[src/sv/assert_macros.svh]
// ----------------------------------------------------------------------------
// Assertion macros for section_run_finder_core
// Clocked on clk, quiet while arst_n is low.
// ----------------------------------------------------------------------------
`ifndef ASSERT_MACROS_SVH
`define ASSERT_MACROS_SVH

// Check that a condition holds at every clock edge.
`define ASSERT_ALWAYS(lbl, expr, msg) \
	lbl: assert property (@(posedge clk) disable iff (!arst_n) (expr)) else $error(msg);

// Check that a trigger is followed in the next cycle by a consequence.
`define ASSERT_NEXT(lbl, trig, cons, msg) \
	lbl: assert property (@(posedge clk) disable iff (!arst_n) (trig) |=> (cons)) else $error(msg);

`endif

[src/sv/srf_pkg.sv]
// ----------------------------------------------------------------------------
// srf_pkg
// Widths, codes and sizes for the section run finder.
// ----------------------------------------------------------------------------
`default_nettype none

package srf_pkg;

	localparam int unsigned POOL_SECTIONS = 1024;

	localparam int unsigned OWNER_W  = 9;
	localparam int unsigned NUMBER_W = 24;
	localparam int unsigned LENGTH_W = 11;
	localparam int unsigned MODE_W   = 2;

	localparam int unsigned CFG_INDEX_W = 2;
	localparam int unsigned CFG_DATA_W  = 11;

	localparam int unsigned IN_FIELDS_W  = OWNER_W + NUMBER_W;
	localparam int unsigned IN_TDATA_W   = ((IN_FIELDS_W + 7) / 8) * 8;
	localparam int unsigned OUT_FIELDS_W = NUMBER_W + LENGTH_W;
	localparam int unsigned OUT_TDATA_W  = ((OUT_FIELDS_W + 7) / 8) * 8;

	localparam logic [LENGTH_W-1:0] LENGTH_MAX = '1;

	typedef enum logic [MODE_W-1:0] {
		MODE_LARGEST_FREE   = 2'd0,
		MODE_SMALLEST_OWNED = 2'd1,
		MODE_FIRST_ABOVE    = 2'd2
	} mode_t;

	typedef enum logic [CFG_INDEX_W-1:0] {
		CFG_SEARCH_MODE = 2'd0,
		CFG_OWNER_ID    = 2'd1,
		CFG_MIN_LENGTH  = 2'd2
	} cfg_index_t;

endpackage

`default_nettype wire

[src/sv/section_run_finder_core.sv]
// ----------------------------------------------------------------------------
// section_run_finder_core
// Streams section owners and picks one run of matching sections per scan.
// ----------------------------------------------------------------------------
// Usage:
//   s_axis carries one section per beat (owner, number), tlast on the final
//   section of a scan. m_axis carries one result beat per scan (start,
//   length) with tuser set when a run was found. cfg writes search_mode,
//   owner_id or min_length by index; write only between scans.
// The tlast beat enters the input register when accepted, and the result
//   register loads from it as it leaves, unless a stalled result holds it.
// Throughput: one section per cycle while no tlast beat waits on a stalled
//   result; compare and best update are combinational on the input register.
// Reset clears the run and best trackers, config registers and stage valids.
// If m_axis stalls with a result held, a following tlast beat waits in the
//   input register and s_axis_tready drops; beats without tlast keep flowing.
// ----------------------------------------------------------------------------
`default_nettype none

module section_run_finder_core (
	input  wire logic                             clk,
	input  wire logic                             arst_n,
	// s_axis_tdata: section_owner[8:0], section_number[32:9], zero pad
	input  wire logic [srf_pkg::IN_TDATA_W-1:0]   s_axis_tdata,
	input  wire logic                             s_axis_tvalid,
	output logic                                  s_axis_tready,
	input  wire logic                             s_axis_tlast,
	// m_axis_tdata: region_start[23:0], region_length[34:24], zero pad
	output logic [srf_pkg::OUT_TDATA_W-1:0]       m_axis_tdata,
	// m_axis_tuser: region_found
	output logic                                  m_axis_tuser,
	output logic                                  m_axis_tvalid,
	input  wire logic                             m_axis_tready,
	input  wire logic                             cfg_valid,
	output logic                                  cfg_ready,
	input  wire logic [srf_pkg::CFG_INDEX_W-1:0]  cfg_index,
	input  wire logic [srf_pkg::CFG_DATA_W-1:0]   cfg_data
);
	import srf_pkg::*;

	`include "assert_macros.svh"

	// first run of an owner is taken only if shorter than POOL_SECTIONS + 1
	localparam logic [LENGTH_W:0] POOL_LIMIT = (LENGTH_W+1)'(
		(POOL_SECTIONS > int'(LENGTH_MAX)) ? int'(LENGTH_MAX) + 1 : POOL_SECTIONS + 1);

	// configuration
	logic [MODE_W-1:0]         search_mode_q;
	logic [OWNER_W-1:0]        owner_id_q;
	logic [LENGTH_W-1:0]       min_length_q;

	// input stage
	logic                      valid_s1;
	logic [OWNER_W-1:0]        owner_s1;
	logic [NUMBER_W-1:0]       number_s1;
	logic                      last_s1;

	// run trackers
	logic                      run_active_q;
	logic [NUMBER_W-1:0]       run_start_q;
	logic [LENGTH_W-1:0]       run_length_q;
	logic [NUMBER_W-1:0]       best_start_q;
	logic [LENGTH_W-1:0]       best_length_q;
	logic                      best_valid_q;

	// result stage
	logic                      valid_s2;
	logic [NUMBER_W-1:0]       start_s2;
	logic [LENGTH_W-1:0]       length_s2;
	logic                      found_s2;

	logic                      stall;
	logic                      advance;
	logic                      match;
	logic                      close_run;
	logic                      judge_en;
	logic                      take;
	logic [LENGTH_W-1:0]       run_len_inc;
	logic [NUMBER_W-1:0]       cand_start;
	logic [LENGTH_W-1:0]       cand_length;
	logic [NUMBER_W-1:0]       nb_start;
	logic [LENGTH_W-1:0]       nb_length;
	logic                      nb_valid;

	assign cfg_ready = 1'b1;

	always_ff @(posedge clk or negedge arst_n) begin
		if (!arst_n) begin
			search_mode_q <= '0;
			owner_id_q    <= '0;
			min_length_q  <= '0;
		end else if (cfg_valid && cfg_ready) begin
			case (cfg_index)
				CFG_SEARCH_MODE: search_mode_q <= cfg_data[MODE_W-1:0];
				CFG_OWNER_ID:    owner_id_q    <= cfg_data[OWNER_W-1:0];
				CFG_MIN_LENGTH:  min_length_q  <= cfg_data[LENGTH_W-1:0];
				default:         ;
			endcase
		end
	end

	// hold a tlast beat while the result register is full and stalled
	assign stall         = valid_s1 && last_s1 && valid_s2 && !m_axis_tready;
	assign advance       = valid_s1 && !stall;
	assign s_axis_tready = !stall;

	always_ff @(posedge clk or negedge arst_n) begin
		if (!arst_n) begin
			valid_s1 <= 1'b0;
		end else if (s_axis_tvalid && s_axis_tready) begin
			valid_s1 <= 1'b1;
		end else if (advance) begin
			valid_s1 <= 1'b0;
		end
	end

	always_ff @(posedge clk) begin
		if (s_axis_tvalid && s_axis_tready) begin
			owner_s1  <= s_axis_tdata[OWNER_W-1:0];
			number_s1 <= s_axis_tdata[IN_FIELDS_W-1:OWNER_W];
			last_s1   <= s_axis_tlast;
		end
	end

	always_comb begin
		case (search_mode_q)
			MODE_LARGEST_FREE,
			MODE_FIRST_ABOVE:    match = owner_s1[OWNER_W-1];
			MODE_SMALLEST_OWNED: match = (owner_s1 == owner_id_q);
			default:             match = 1'b0;
		endcase
	end

	// At most one run is judged per beat: the open run when this section
	// breaks it, or the run that this section extends or starts on the tlast beat.
	always_comb begin
		run_len_inc = (run_length_q == LENGTH_MAX) ? run_length_q
			: run_length_q + LENGTH_W'(1);
		close_run   = run_active_q && !match;
		judge_en    = close_run || (last_s1 && match);
		if (close_run) begin
			cand_start  = run_start_q;
			cand_length = run_length_q;
		end else if (run_active_q) begin
			cand_start  = run_start_q;
			cand_length = run_len_inc;
		end else begin
			cand_start  = number_s1;
			cand_length = LENGTH_W'(1);
		end

		case (search_mode_q)
			MODE_LARGEST_FREE:   take = (cand_length > best_length_q);
			MODE_SMALLEST_OWNED: take = best_valid_q ? (cand_length < best_length_q)
				: ({1'b0, cand_length} < POOL_LIMIT);
			MODE_FIRST_ABOVE:    take = !best_valid_q && (cand_length > min_length_q);
			default:             take = 1'b0;
		endcase

		if (judge_en && take) begin
			nb_start  = cand_start;
			nb_length = cand_length;
			nb_valid  = 1'b1;
		end else begin
			nb_start  = best_start_q;
			nb_length = best_length_q;
			nb_valid  = best_valid_q;
		end
	end

	always_ff @(posedge clk or negedge arst_n) begin
		if (!arst_n) begin
			run_active_q  <= 1'b0;
			run_start_q   <= '0;
			run_length_q  <= '0;
			best_start_q  <= '0;
			best_length_q <= '0;
			best_valid_q  <= 1'b0;
		end else if (advance) begin
			if (last_s1) begin
				// scan done: clear everything for the next one
				run_active_q  <= 1'b0;
				run_start_q   <= '0;
				run_length_q  <= '0;
				best_start_q  <= '0;
				best_length_q <= '0;
				best_valid_q  <= 1'b0;
			end else begin
				best_start_q  <= nb_start;
				best_length_q <= nb_length;
				best_valid_q  <= nb_valid;
				if (!match) begin
					run_active_q <= 1'b0;
					run_start_q  <= '0;
					run_length_q <= '0;
				end else if (run_active_q) begin
					run_length_q <= run_len_inc;
				end else begin
					run_active_q <= 1'b1;
					run_start_q  <= number_s1;
					run_length_q <= LENGTH_W'(1);
				end
			end
		end
	end

	always_ff @(posedge clk or negedge arst_n) begin
		if (!arst_n) begin
			valid_s2 <= 1'b0;
		end else if (advance && last_s1) begin
			valid_s2 <= 1'b1;
		end else if (m_axis_tready) begin
			valid_s2 <= 1'b0;
		end
	end

	always_ff @(posedge clk) begin
		if (advance && last_s1) begin
			start_s2  <= nb_valid ? nb_start : '0;
			length_s2 <= nb_valid ? nb_length : '0;
			found_s2  <= nb_valid;
		end
	end

	assign m_axis_tvalid = valid_s2;
	assign m_axis_tuser  = found_s2;
	assign m_axis_tdata  = {(OUT_TDATA_W-OUT_FIELDS_W)'(0), length_s2, start_s2};

	`ASSERT_ALWAYS(a_run_len_zero_idle, run_active_q || (run_length_q == '0), "idle run has a length")
	`ASSERT_ALWAYS(a_run_len_nonzero, !run_active_q || (run_length_q != '0), "open run has zero length")
	`ASSERT_ALWAYS(a_best_len_invalid, best_valid_q || (best_length_q == '0), "best length without a best run")
	`ASSERT_ALWAYS(a_result_none_zero, !valid_s2 || found_s2 || ((start_s2 == '0) && (length_s2 == '0)), "empty result carries data")
	`ASSERT_NEXT(a_last_beat_held, stall, valid_s1 && last_s1, "stalled tlast beat dropped")

endmodule

`default_nettype wire
[config.mk]
export PLATFORM = sky130hd
export DESIGN_NAME = section_run_finder_core
export DESIGN_NICKNAME = d
export VERILOG_FILES = /design/src/sv/srf_pkg.sv /design/src/sv/section_run_finder_core.sv
export VERILOG_INCLUDE_DIRS = /design/src /design/src/sv
export SDC_FILE = /design/constraint.sdc
export NUM_CORES = 1
export LEC_CHECK = 0
export BUFFER_PORTS_ARGS = -buffer_cell sky130_fd_sc_hd__buf_4
export CAP_MARGIN = 5
export CORE_ASPECT_RATIO = 1.4
export CORE_MARGIN = 10
export CORE_UTILIZATION = 55
export DETAILED_ROUTE_END_ITERATION = 10
export HOLD_SLACK_MARGIN = 0.12
export PLACE_DENSITY_LB_ADDON = 0.15
export SKIP_CTS_REPAIR_TIMING = 1
export SYNTH_ARGS = -nofsm -noshare
export SYNTH_HDL_FRONTEND = slang
export SYNTH_SLANG_ARGS = --single-unit
[constraint.sdc]
create_clock -name clk -period 5.2 [get_ports clk]
set_input_delay 0.26 -clock clk [delete_from_list [all_inputs] [get_ports clk]]
set_output_delay 0.26 -clock clk [all_outputs]
set_load 0.01 [all_outputs]
# == Word level (Yosys, flattened, before mapping) ==
# Index checks and enable logic that the tools add are counted.
# classes
add_sub_neg,1
n_reduce_logical,23
n_mux,24
n_eq_ne,6
order_cmp,4
# ops
operator,n
$mux W24,6
$mux W11,7
$gt A11 B11 Y1,2
$add A11 B1 Y11 const B,1
$eq A11 B11 Y1 const B,1
$lt A11 B11 Y1,1
$lt A11 B11 Y1 const B,1
$logic_and A1 B1 Y1,10
$eq A9 B9 Y1,1
$mux W1,9
$reduce_and A2 Y1,3
$eq A2 B1 Y1 const B,2
$eq A2 B2 Y1 const B,2
$logic_not A1 Y1,4
$logic_not A2 Y1,2
$reduce_bool A2 Y1,2
$pmux W1 S3,1
$pmux W1 S2,1
$reduce_or A2 Y1,1
$logic_or A1 B1 Y1,1
# totals
elab_cells,75
register_bits,166
output_inout_bits,44
in_bits,59

# == Logic depth before layout (Yosys ltp) ==
# Gate-level depths: netlist of run 1.
# depth
word_depth,12
ltp_mapped,19
mapped_depth_nobuf,16

# == Least setup slack after synthesis of run 1 ==
# OpenSTA, ideal clock, no wires.
# synth_timing
path_kind,flip-flop to flip-flop
startpoint,register search_mode_q[0]
endpoint,"register length_s2[2], data pin"
setup_slack_ns,0.900
t_required_ns,4.944
t_arrival_ns,4.043
setup_time_ns,0.256
synth_period_minus_slack_ns,4.300
path_stages_with_launch,18
n_path_buf,3
cell_sequence,dfrtp_1 -> nor2b_1 -> nand2_1 -> o32a_1 -> buf_6 -> clkbuf_1 -> or4_1 -> o21ai_0 -> nor2_1 -> ha_1 -> a21o_1 -> a21o_1 -> a221oi_1 -> o22ai_1 -> a2111oi_4 -> nor2_2 -> buf_6 -> a22o_1
# synth_between
elab_chain_cells,11
word_cells_on_any_way,20
classes_between,order compare (4); eq/ne (2); mux (6); reduce/logical (8)
# synth_rtl
element,line,text
from (decl),section_run_finder_core.sv:48,logic [MODE_W-1:0] search_mode_q;
from (signal assigned),section_run_finder_core.sv:94,CFG_SEARCH_MODE: search_mode_q <= cfg_data[MODE_W-1:0];
$eq A2 B2 Y1 / $logic_not A2 Y1 (equally long branches),"section_run_finder_core.sv:126, section_run_finder_core.sv:152",
$reduce_or A2 Y1,section_run_finder_core.sv:126,case (search_mode_q)
$pmux W1 S2,section_run_finder_core.sv:126,
$logic_not A1 Y1,--,
$logic_and A1 B1 Y1,section_run_finder_core.sv:139,close_run = run_active_q && !match;
$mux W11,section_run_finder_core.sv:141,if (close_run) begin
$lt A11 B11 Y1 (tied with other cells),section_run_finder_core.sv:155,": ({1'b0, cand_length} < POOL_LIMIT);"
$mux W1 / $logic_and A1 B1 Y1 (equally long branches),"section_run_finder_core.sv:154, section_run_finder_core.sv:156",
$pmux W1 S3,section_run_finder_core.sv:152,case (search_mode_q)
$logic_and A1 B1 Y1,section_run_finder_core.sv:160,if (judge_en && take) begin
$mux W11 / $mux W1 (equally long branches),section_run_finder_core.sv:160,
to (signal assigned),section_run_finder_core.sv:220,length_s2 <= nb_valid ? nb_length : '0;
to (decl),section_run_finder_core.sv:69,logic [LENGTH_W-1:0] length_s2;
# Several ways; a longest one is shown, not always the timed one.
# A chain may end at the register's enable or synchronous reset.

# == Worst setup path in the final report of run 1 ==
# layout_timing
startpoint,register owner_id_q[6]
endpoint,"register start_s2[1], data pin"
# layout_between
elab_chain_cells,10
word_cells_on_any_way,18
classes_between,order compare (4); eq/ne (1); mux (7); reduce/logical (6)
# layout_rtl
element,line,text
from (decl),section_run_finder_core.sv:49,logic [OWNER_W-1:0] owner_id_q;
from (signal assigned),section_run_finder_core.sv:95,CFG_OWNER_ID: owner_id_q <= cfg_data[OWNER_W-1:0];
$eq A9 B9 Y1 *,section_run_finder_core.sv:129,MODE_SMALLEST_OWNED: match = (owner_s1 == owner_id_q);
$pmux W1 S2 *,section_run_finder_core.sv:126,
$logic_not A1 Y1,--,
$logic_and A1 B1 Y1,section_run_finder_core.sv:139,
$mux W11,section_run_finder_core.sv:141,
$lt A11 B11 Y1 (tied with other cells),section_run_finder_core.sv:155,
$mux W1 / $logic_and A1 B1 Y1 (equally long branches),"section_run_finder_core.sv:154, section_run_finder_core.sv:156",
$pmux W1 S3,section_run_finder_core.sv:152,
$logic_and A1 B1 Y1,section_run_finder_core.sv:160,
$mux W24 / $mux W1 (equally long branches),section_run_finder_core.sv:160,
to (signal assigned),section_run_finder_core.sv:219,start_s2 <= nb_valid ? nb_start : '0;
to (decl),section_run_finder_core.sv:68,logic [NUMBER_W-1:0] start_s2;
# Every way passes the cells marked *; elsewhere a longest branch is shown, timed or not.

==> results of run 1 <==
report_power, final:
part / internal [mW] / total [mW] / leakage, nW / switching [mW]
clock network: 0.719 / 1.22 / 0.269 / 0.499
logic: 0.353 / 0.705 / 2.25 / 0.352
registers: 1.56 / 1.70 / 1.94 / 0.145
worst max-delay path: stages (launching register included):
cell	delay, ps
dfrtp_1	400
xnor2_1	170
nand4_1	180
o32a_1	560
nor2_1	170
o22a_1	200
and2_1	300
ha_1	300
a21o_1	170
a21o_1	180
a21oi_1	120
o21ai_0	120
a221oi_1	410
o22ai_1	220
a2111o_1	360
nand2_2	110
buf_12	230
mux2i_1	340
cell families (layout without fill, tap and decap cells):
| kind of cell | count (synthesis) | after routing |
|---|---|---|
| other cells | 2 | 6 |
| mux | 72 | 72 |
| buf+inv | 84 | 231 |
| xor+xnor | 10 | 10 |
| compound gates | 151 | 151 |
| simple gates | 205 | 205 |
| flops | 166 | 166 |
| fa+ha+maj | 23 | 23 |
sequential cells by signal, indices dropped and copies added, names as in the netlist, 2 cells and up:
register       cells
best_start_q      24
number_s1         24
run_start_q       24
start_s2          24
best_length_q     11
length_s2         11
min_length_q      11
run_length_q      11
owner_id_q         9
owner_s1           9
search_mode_q      2
per-layer routing:
metal  global-route usage, %  part of all wire, %  wire length [um]
met5                       0                    0                 0
met4                    8.58                  3.0               644
met3                    4.66                  4.9              1040
met2                    35.2                   54             11500
met1                    21.7                   38              8200
placed cells by master, fill, tap and decap left out, types with 23 or more instances in the layout:
cell type,count
nor3_1,27
nand2_1,58
mux2i_1,49
inv_1,28
edfxtp_1,70
nor2b_1,28
or3_1,26
dlygate4sd3_1,47
ha_1,23
buf_4,121
dfrtp_1,95
a22o_1,35
a221o_1,25
metrics by stage:
step / util (%) / setup WS, ps
after global placement: 62.0 / 626
after global routing: 68.9 / 74.4
final: 68.9 / 442
after detailed placement: 62.0 / 506
after floorplan: - / 900
after CTS: 65.8 / 485
how the worst max path moves through the flow:
stage / from / end / cells past startpoint
after floorplan: search_mode_q[0]$_DFFE_PN0P_ / length_s2[2]$_SDFFCE_PN0P_ / 17
after global placement: owner_s1[8]$_DFFE_PP_ / start_s2[14]$_SDFFCE_PN0P_ / 18
after detailed placement: owner_id_q[6]$_DFFE_PN0P_ / start_s2[21]$_SDFFCE_PN0P_ / 18
after CTS: owner_id_q[6]$_DFFE_PN0P_ / start_s2[2]$_SDFFCE_PN0P_ / 17
after global routing: owner_s1[5]$_DFFE_PP_ / start_s2[15]$_SDFFCE_PN0P_ / 18
final: owner_id_q[6]$_DFFE_PN0P_ / start_s2[1]$_SDFFCE_PN0P_ / 17
cell type report:
class	count	area [um^2]	area share, %
clock inverter	9	106	1.03
sequential	166	4510	43.6
clock buffer	23	458	4.43
tap	192	240	2.33
timing repair buffer	170	1420	13.7
multi-input combinational	467	3490	33.8
inverter	29	109	1.05
==> results.sh, run 1 <==
export IMPL_synth_xor_area_share_pct=1.05
export IMPL_power_mw=3.63
export IMPL_min_period_ps=4760
export IMPL_route_detailed_drc=0
export IMPL_synth_flop_cell="dfrtp_1"
export IMPL_coreArea_mm2=0.0150
export IMPL_yosys_area_top_type="dfrtp_1"
export IMPL_start_kind="flop"
export IMPL_synth_area_per_cell_um2=11.7
export IMPL_stdcell_area_mm2=0.0103
export IMPL_hpwl_um=13800
export IMPL_required_ps=5420
export IMPL_hold_ws_ps=177
export IMPL_yosysWarnings=0
export IMPL_final_hold_violation_count=0
export IMPL_r2r_slack_ps=440
export IMPL_yosys_register_bits=166
export IMPL_cellLeakagePower_nw=4.45
export IMPL_cts_root_buf="clkbuf_16"
export IMPL_place_area_mm2=0.00930
export IMPL_cts_tree="yes"
export IMPL_chipWidth_um=124
export IMPL_clock_latency_ps=420
export IMPL_setup_tns_ps=0
export IMPL_cp_end_kind="flop"
export IMPL_synth_cell_types=65
export IMPL_reg2reg_depth=17
export IMPL_avgViaCountPerCell=5.94
export IMPL_finalSetupViolations=0
export IMPL_grt_max_degree=59
export IMPL_final_nets=933
export IMPL_rsz0062_at_grt="false"
export IMPL_finalNonFillerCells=1056
export IMPL_cts_buffers=17
export IMPL_r2r_end="start_s2[1]$_SDFFCE_PN0P_"
export IMPL_grt_usage_pct=19.7
export IMPL_cts_max_level=4
export IMPL_via_count=6275
export IMPL_whs_endpoint="m_axis_tvalid$_DFFE_PN0P_"
export IMPL_finalCritPeriodShare_pct=91.5
export IMPL_place_congestion=0.863
export IMPL_die_area_mm2=0.0206
export IMPL_yosysMostFrequentCell="dfrtp_1"
export IMPL_area_growth_pct=23.5
export IMPL_antenna_cells=0
export IMPL_async_flop_share_pct=57.8
export IMPL_synth_area_mm2=0.00836
export IMPL_synthSimpleGateAreaFrac_pct=12.9
export IMPL_post_drt_wl_per_cell_um=20.2
export IMPL_seq_area_frac_synth_pct=53.9
export IMPL_synthAdderAreaFrac_pct=3.44
export IMPL_io_buffers=89
export IMPL_synth_edf_count=70
export IMPL_synth_area_leaders="dfrtp_1, edfxtp_1, mux2i_1"
export IMPL_drive_above_1_share_pct=21.8
export IMPL_dpl_cell_count=977
export IMPL_powerDensity_mw_per_mm2=351
export IMPL_grt_pass1_wl_um=33400
export IMPL_synth_top_family_by_area="compound AO/OA/AOI/OAI gates"
export IMPL_drv_slew=0
export IMPL_netlist_area_leader_share_pct=28.7
export IMPL_hold_path_class="input pin to flop"
export IMPL_start_util_pct=55.8
export IMPL_wirelength_um=21400
export IMPL_antenna_found_initial=0
export IMPL_status="finished clean"
export IMPL_core_rowCount=53
export IMPL_clock_sinks=166
export IMPL_relSlewSlack_pct=21.9
export IMPL_synthTopCellsByCount="dfrtp_1, edfxtp_1, nand2_1, mux2i_1, a22o_1"
export IMPL_fin_worst_skew_ps=7.60
export IMPL_fillers=1117
export IMPL_ant_nets=0
export IMPL_gr_total_overflow=0
export IMPL_grt_pass1_vias=6387
export IMPL_clk_path_buf_depth=2
export IMPL_fmax_mhz=210
export IMPL_synth_mux_area_share_pct=8.99
export IMPL_firstDrtPassIters=5
export IMPL_worstHoldStart="m_axis_tready"
export IMPL_worstMarginPinSlew_ps=1170
export IMPL_arrival_ps=4980
export IMPL_r2r_start="owner_id_q[6]$_DFFE_PN0P_"
export IMPL_maxCapViolations=0
export IMPL_cp_max_fo=41
export IMPL_die_y_um=166
export IMPL_synth_compound_area_share_pct=14.9
export IMPL_clk_pin_slew_ps=60
export IMPL_io_pins=103
export IMPL_vdd_drop_max_v=0.000240
export IMPL_netlist_instances=713
export IMPL_hold_depth=3
export IMPL_worstSetupPathType="flop to flop"
export IMPL_drt_iter0_drc=514
No activity file was read; power rests on OpenSTA's default activity.
==> inputs of run 2 (changes only) <==
--- a/config.mk
+++ b/config.mk
@@ -6,12 +6,13 @@
 export SDC_FILE = /design/constraint.sdc
 export NUM_CORES = 1
 export LEC_CHECK = 0
-export BUFFER_PORTS_ARGS = -buffer_cell sky130_fd_sc_hd__buf_4
 export CAP_MARGIN = 5
 export CORE_ASPECT_RATIO = 1.4
-export CORE_MARGIN = 10
+export CORE_MARGIN = 8
 export CORE_UTILIZATION = 55
+export CTS_BUF_LIST = sky130_fd_sc_hd__clkbuf_16
 export DETAILED_ROUTE_END_ITERATION = 10
+export DONT_BUFFER_PORTS = 1
 export HOLD_SLACK_MARGIN = 0.12
 export PLACE_DENSITY_LB_ADDON = 0.15
 export SKIP_CTS_REPAIR_TIMING = 1
==> results.sh, run 2 (synthesis gave the netlist of run 1 again) <==
export IMPL_postLayoutSetupSlackWorst_ps=320
export IMPL_place_congestion=0.896
export IMPL_antenna_cells=0
export IMPL_finalNonFillerCells=958
export IMPL_clk_path_buf_depth=2
export IMPL_fmax_mhz=205
export IMPL_finalSetupViolations=0
export IMPL_grt_usage_pct=20.6
export IMPL_cp_end_kind="flop"
export IMPL_worstMarginPinSlew_ps=1190
export IMPL_die_y_um=162
export IMPL_cellLeakagePower_nw=4.01
export IMPL_arrival_ps=5150
export IMPL_hpwl_um=12800
export IMPL_final_hold_violation_count=0
export IMPL_coreArea_mm2=0.0149
export IMPL_route_detailed_drc=0
export IMPL_cts_root_buf="clkbuf_16"
export IMPL_required_ps=5470
export IMPL_grt_pass1_wl_um=31300
export IMPL_worstSetupPathType="flop to flop"
export IMPL_drive_above_1_share_pct=11.2
export IMPL_fillers=1194
export IMPL_grt_pass1_vias=5827
export IMPL_status="finished clean"
export IMPL_final_cell_mix="dfrtp_1, edfxtp_1, nand2_1, mux2i_1, dlygate4sd3_1"
export IMPL_grtUsageMet1_pct=23.4
export IMPL_wirelength_um=20000
export IMPL_io_buffers=0
export IMPL_firstDrtPassIters=5
export IMPL_final_nets=835
export IMPL_powerDensity_mw_per_mm2=363
export IMPL_cts_max_level=4
export IMPL_gr_total_overflow=0
export IMPL_avgViaCountPerCell=6.18
export IMPL_via_count=5924
export IMPL_ant_nets=0
export IMPL_use_met2_pct=36.1
export IMPL_crit_family="compound AO/OA/AOI/OAI gates"
export IMPL_grt_max_degree=97
export IMPL_area_growth_pct=14.8
export IMPL_slowest_stage="o21ai_0"
export IMPL_clock_sinks=166
export IMPL_start_util_pct=56.1
export IMPL_maxCapViolations=0
export IMPL_die_area_mm2=0.0195
export IMPL_relSlewSlack_pct=20.6
export IMPL_cp_max_fo=18
export IMPL_seq_area_mm2=0.00451
export IMPL_path_cells="nor2b_1, nand2_1, o32a_1, buf_4, nor3_1, o21ai_0, inv_1, ha_1, nand3_1, nor2_1, a221oi_1, o22ai_1, a2111o_1, nand2_2, buf_12, buf_12, mux2i_1"
export IMPL_chipWidth_um=120
export IMPL_gr_usage_met3_pct=4.79
export IMPL_antenna_found_initial=0
export IMPL_vdd_drop_max_v=0.000228
export IMPL_max_stage_delay_ps=570
export IMPL_io_pins=103
export IMPL_start_kind="flop"
export IMPL_clk_pin_slew_ps=60
export IMPL_clock_latency_ps=440
export IMPL_cts_tree="yes"
export IMPL_drv_slew=0
export IMPL_crit_top_cell="buf_12"
export IMPL_final_core_util_pct=64.4
export IMPL_setup_tns_ps=0
export IMPL_crit_buf_inv=4
export IMPL_core_rowCount=53
export IMPL_finalCritPeriodShare_pct=93.9
export IMPL_dp_slack_ps=435
export IMPL_drt_iter0_drc=389
export IMPL_hold_path_class="input pin to flop"
export IMPL_dpl_cell_count=877
export IMPL_grt_most_used_layer="met2"
export IMPL_rsz0062_at_grt="false"
export IMPL_final_common_cell="dfrtp_1"
export IMPL_post_drt_wl_per_cell_um=20.9
export IMPL_cts_buffers=17
export IMPL_min_period_ps=4880
export IMPL_fin_worst_skew_ps=16.3
export IMPL_r2r_slack_ps=320
export IMPL_multi_input_area_mm2=0.00349
## run 2: cell count changes in the layout (fill, tap and decap cells not counted), sizes merged
cell and delta:
bufinv -1, clkinv -1, inv +8, buf -99
clkbuf -6, dlygate4sd3 +1
## run 2: report_power, final
part           switching (mW)  internal (mW)
Clock                   0.501          0.643
Sequential              0.135           1.56
Combinational           0.344          0.307
Total                   0.980           2.51
## run 2: area by class of cell
| type | instances | area share [%] |
|---|---|---|
| sequential | 166 | 46.9 |
| multi-input combinational | 467 | 36.4 |
| timing repair buffer | 72 | 7.61 |
| clock buffer | 17 | 4.43 |
| tap | 192 | 2.50 |
| inverter | 29 | 1.13 |
| clock inverter | 15 | 1.06 |
## run 2: metal layers
layer	vias to the layer above	wire length, um
li1	2742	-
met1	2980	8050
met2	171	10600
met3	31	894
met4	0	443
met5	-	0
## run 2: worst paths after layout
check,from,endpoint,depth (start not counted)
worst min register to register,run_start_q[14]$_DFFE_PN0P_,run_start_q[14]$_DFFE_PN0P_,1
max in group asynchronous,arst_n,run_active_q$_DFFE_PN0P_,2
worst min-delay path,cfg_index[0],search_mode_q[1]$_DFFE_PN0P_,2
min in group asynchronous,arst_n,owner_id_q[5]$_DFFE_PN0P_,2
worst max-delay path,search_mode_q[0]$_DFFE_PN0P_,start_s2[14]$_SDFFCE_PN0P_,17
worst max register to register,search_mode_q[0]$_DFFE_PN0P_,start_s2[14]$_SDFFCE_PN0P_,17
## run 2: worst register-to-register path: stages (launching register included)
cell,delay [ps]
dfrtp_1,470
nor2b_1,190
nand2_1,90
o32a_1,510
buf_4,270
nor3_1,60
o21ai_0,570
inv_1,240
ha_1,350
nand3_1,130
nor2_1,60
a221oi_1,380
o22ai_1,210
a2111o_1,470
nand2_2,160
buf_12,170
buf_12,180
mux2i_1,220
## run 2: metrics by stage
step / area, um^2 / hold slack (ps) / total power, mW
6_report: 9610 / 150 / 3.49
5_1_grt: 9610 / 137 / 3.64
4_1_cts: 9100 / -492 / 3.46
3_5_place_dp: 8570 / -31.0 / 2.31
3_3_place_gp: 8570 / -31.4 / 2.29
2_1_floorplan: 8380 / -35.6 / 2.14
==> inputs of run 3 (changes only) <==
--- a/config.mk
+++ b/config.mk
@@ -14,6 +14,7 @@
 export DETAILED_ROUTE_END_ITERATION = 10
 export DONT_BUFFER_PORTS = 1
 export HOLD_SLACK_MARGIN = 0.12
+export MAX_ROUTING_LAYER = met4
 export PLACE_DENSITY_LB_ADDON = 0.15
 export SKIP_CTS_REPAIR_TIMING = 1
 export SYNTH_ARGS = -nofsm -noshare
==> results.sh, run 3 (synthesis gave the netlist of run 1 again) <==
export IMPL_status="finished clean"
export IMPL_start_kind="flop"
export IMPL_via_count=5948
export IMPL_coreArea_mm2=0.0149
export IMPL_io_buffers=0
export IMPL_io_pins=103
export IMPL_r2r_slack_ps=230
export IMPL_route_detailed_drc=0
export IMPL_finalNonFillerCells=966
export IMPL_antenna_found_initial=1
export IMPL_seq_area_mm2=0.00451
export IMPL_core_rowCount=53
export IMPL_final_cell_mix="dfrtp_1, edfxtp_1, nand2_1, mux2i_1, dlygate4sd3_1"
export IMPL_hold_ws_ps=165
export IMPL_setup_tns_ps=0
export IMPL_arrival_ps=5270
export IMPL_dpl_cell_count=884
export IMPL_grt_usage_pct=21.6
export IMPL_final_hold_violation_count=0
export IMPL_fmax_mhz=201
export IMPL_gr_total_overflow=0
export IMPL_maxCapViolations=0
export IMPL_grt_pass1_vias=5926
export IMPL_ant_nets=0
export IMPL_vdd_drop_max_v=0.000262
export IMPL_place_congestion=0.915
export IMPL_powerDensity_mw_per_mm2=371
export IMPL_cts_root_buf="clkbuf_16"
export IMPL_cp_max_fo=25
export IMPL_whs_endpoint="search_mode_q[0]$_DFFE_PN0P_"
export IMPL_r2r_start="search_mode_q[0]$_DFFE_PN0P_"
export IMPL_relSlewSlack_pct=20.2
export IMPL_final_common_cell="dfrtp_1"
export IMPL_avgViaCountPerCell=6.16
export IMPL_postLayoutSetupSlackWorst_ps=234
export IMPL_place_area_mm2=0.00861
export IMPL_r2r_end="best_start_q[19]$_DFFE_PN0P_"
export IMPL_die_area_mm2=0.0195
export IMPL_final_nets=842
export IMPL_worstHoldStart="cfg_index[0]"
export IMPL_hold_path_class="input pin to flop"
export IMPL_hold_depth=2
export IMPL_chipWidth_um=120
export IMPL_min_period_ps=4970
export IMPL_required_ps=5500
export IMPL_stdcell_area_mm2=0.00970
export IMPL_worstMarginPinSlew_ps=1190
export IMPL_reg2reg_depth=19
export IMPL_hpwl_um=13300
export IMPL_grt_pass1_wl_um=31800
export IMPL_fin_worst_skew_ps=8.28
export IMPL_area_growth_pct=16.0
export IMPL_firstDrtPassIters=5
export IMPL_cp_end_kind="flop"
export IMPL_drt_iter0_drc=362
export IMPL_clock_sinks=166
export IMPL_grt_max_degree=97
export IMPL_cts_buffers=17
export IMPL_finalCritPeriodShare_pct=95.5
export IMPL_multi_input_area_mm2=0.00349
export IMPL_finalSetupViolations=0
export IMPL_drv_slew=0
export IMPL_fillers=1149
export IMPL_start_util_pct=56.1
export IMPL_drive_above_1_share_pct=12.8
export IMPL_clk_path_buf_depth=2
export IMPL_cts_max_level=4
export IMPL_clk_pin_slew_ps=70
export IMPL_worstSetupPathType="flop to flop"
export IMPL_wirelength_um=20500
export IMPL_cts_tree="yes"
export IMPL_dp_slack_ps=215
export IMPL_post_drt_wl_per_cell_um=21.2
export IMPL_clock_latency_ps=420
export IMPL_rsz0062_at_grt="false"
export IMPL_cellLeakagePower_nw=4.05
export IMPL_die_y_um=162
[run 3: cell count changes in the layout (fill, tap and decap cells not counted), sizes merged]
cell / change
buf: +7
inv: -6
clkinv: +4
bufinv: +1
clkbuf: +1
diode: +1
[run 3: how the worst max path moves through the flow]
stage | from | end | slack, ps | cells past startpoint
after floorplan | search_mode_q[0]$_DFFE_PN0P_ | length_s2[2]$_SDFFCE_PN0P_ | 900 | 17
after global placement | search_mode_q[0]$_DFFE_PN0P_ | best_start_q[6]$_DFFE_PN0P_ | 360 | 18
after detailed placement | search_mode_q[0]$_DFFE_PN0P_ | best_start_q[19]$_DFFE_PN0P_ | 220 | 19
after CTS | search_mode_q[0]$_DFFE_PN0P_ | best_start_q[19]$_DFFE_PN0P_ | 140 | 19
after global routing | search_mode_q[0]$_DFFE_PN0P_ | best_start_q[3]$_DFFE_PN0P_ | 80 | 19
final | search_mode_q[0]$_DFFE_PN0P_ | best_start_q[19]$_DFFE_PN0P_ | 230 | 19
[run 3: critical path: stages (launching register included)]
cell       delay [ps]
dfrtp_1           490
nor2b_1           370
nand2_1           150
o32a_2            560
nor2_1            140
o22a_1            170
and2_1            320
ha_1              310
a21o_1            160
a21o_1            180
a21oi_1           170
o21ai_0           130
a221oi_1          250
buf_4             170
o22ai_1            90
buf_4             170
a2111oi_4         220
buf_4             370
nor3_1            120
a221o_1           280
[run 3: routing by layer]
layer | wire, um | share of wire [%] | track usage (%) | vias to the layer above
met5 | 0 | 0 | - | -
met4 | 605 | 3.0 | 9.23 | 0
met3 | 727 | 3.6 | 4.03 | 37
met2 | 10600 | 52 | 36.7 | 163
met1 | 8470 | 41 | 24.5 | 2991
li1 | - | - | - | 2757
[run 3: per-stage QoR]
stage               util (%)  power [mW]
floorplan                  -        2.14
global placement        57.7        2.28
detailed placement      57.7        2.31
CTS                     61.6        3.57
global route            65.0        3.75
finish                  65.0        3.60
[run 3: layout make-up]
class	instances	share of cell area (%)
inverters	29	1.12
well taps	192	2.48
repair buffers	79	7.94
multi-input cells	467	36.0
diodes	1	0.0258
clock inverters	14	1.35
clock buffers	18	4.64
flip-flops and latches	166	46.4
[run 3: where the power goes]
part	leakage [nW]	internal, mW	switching, mW
logic	1.82	0.307	0.322
registers	1.94	1.56	0.156
clock network	0.285	0.731	0.525
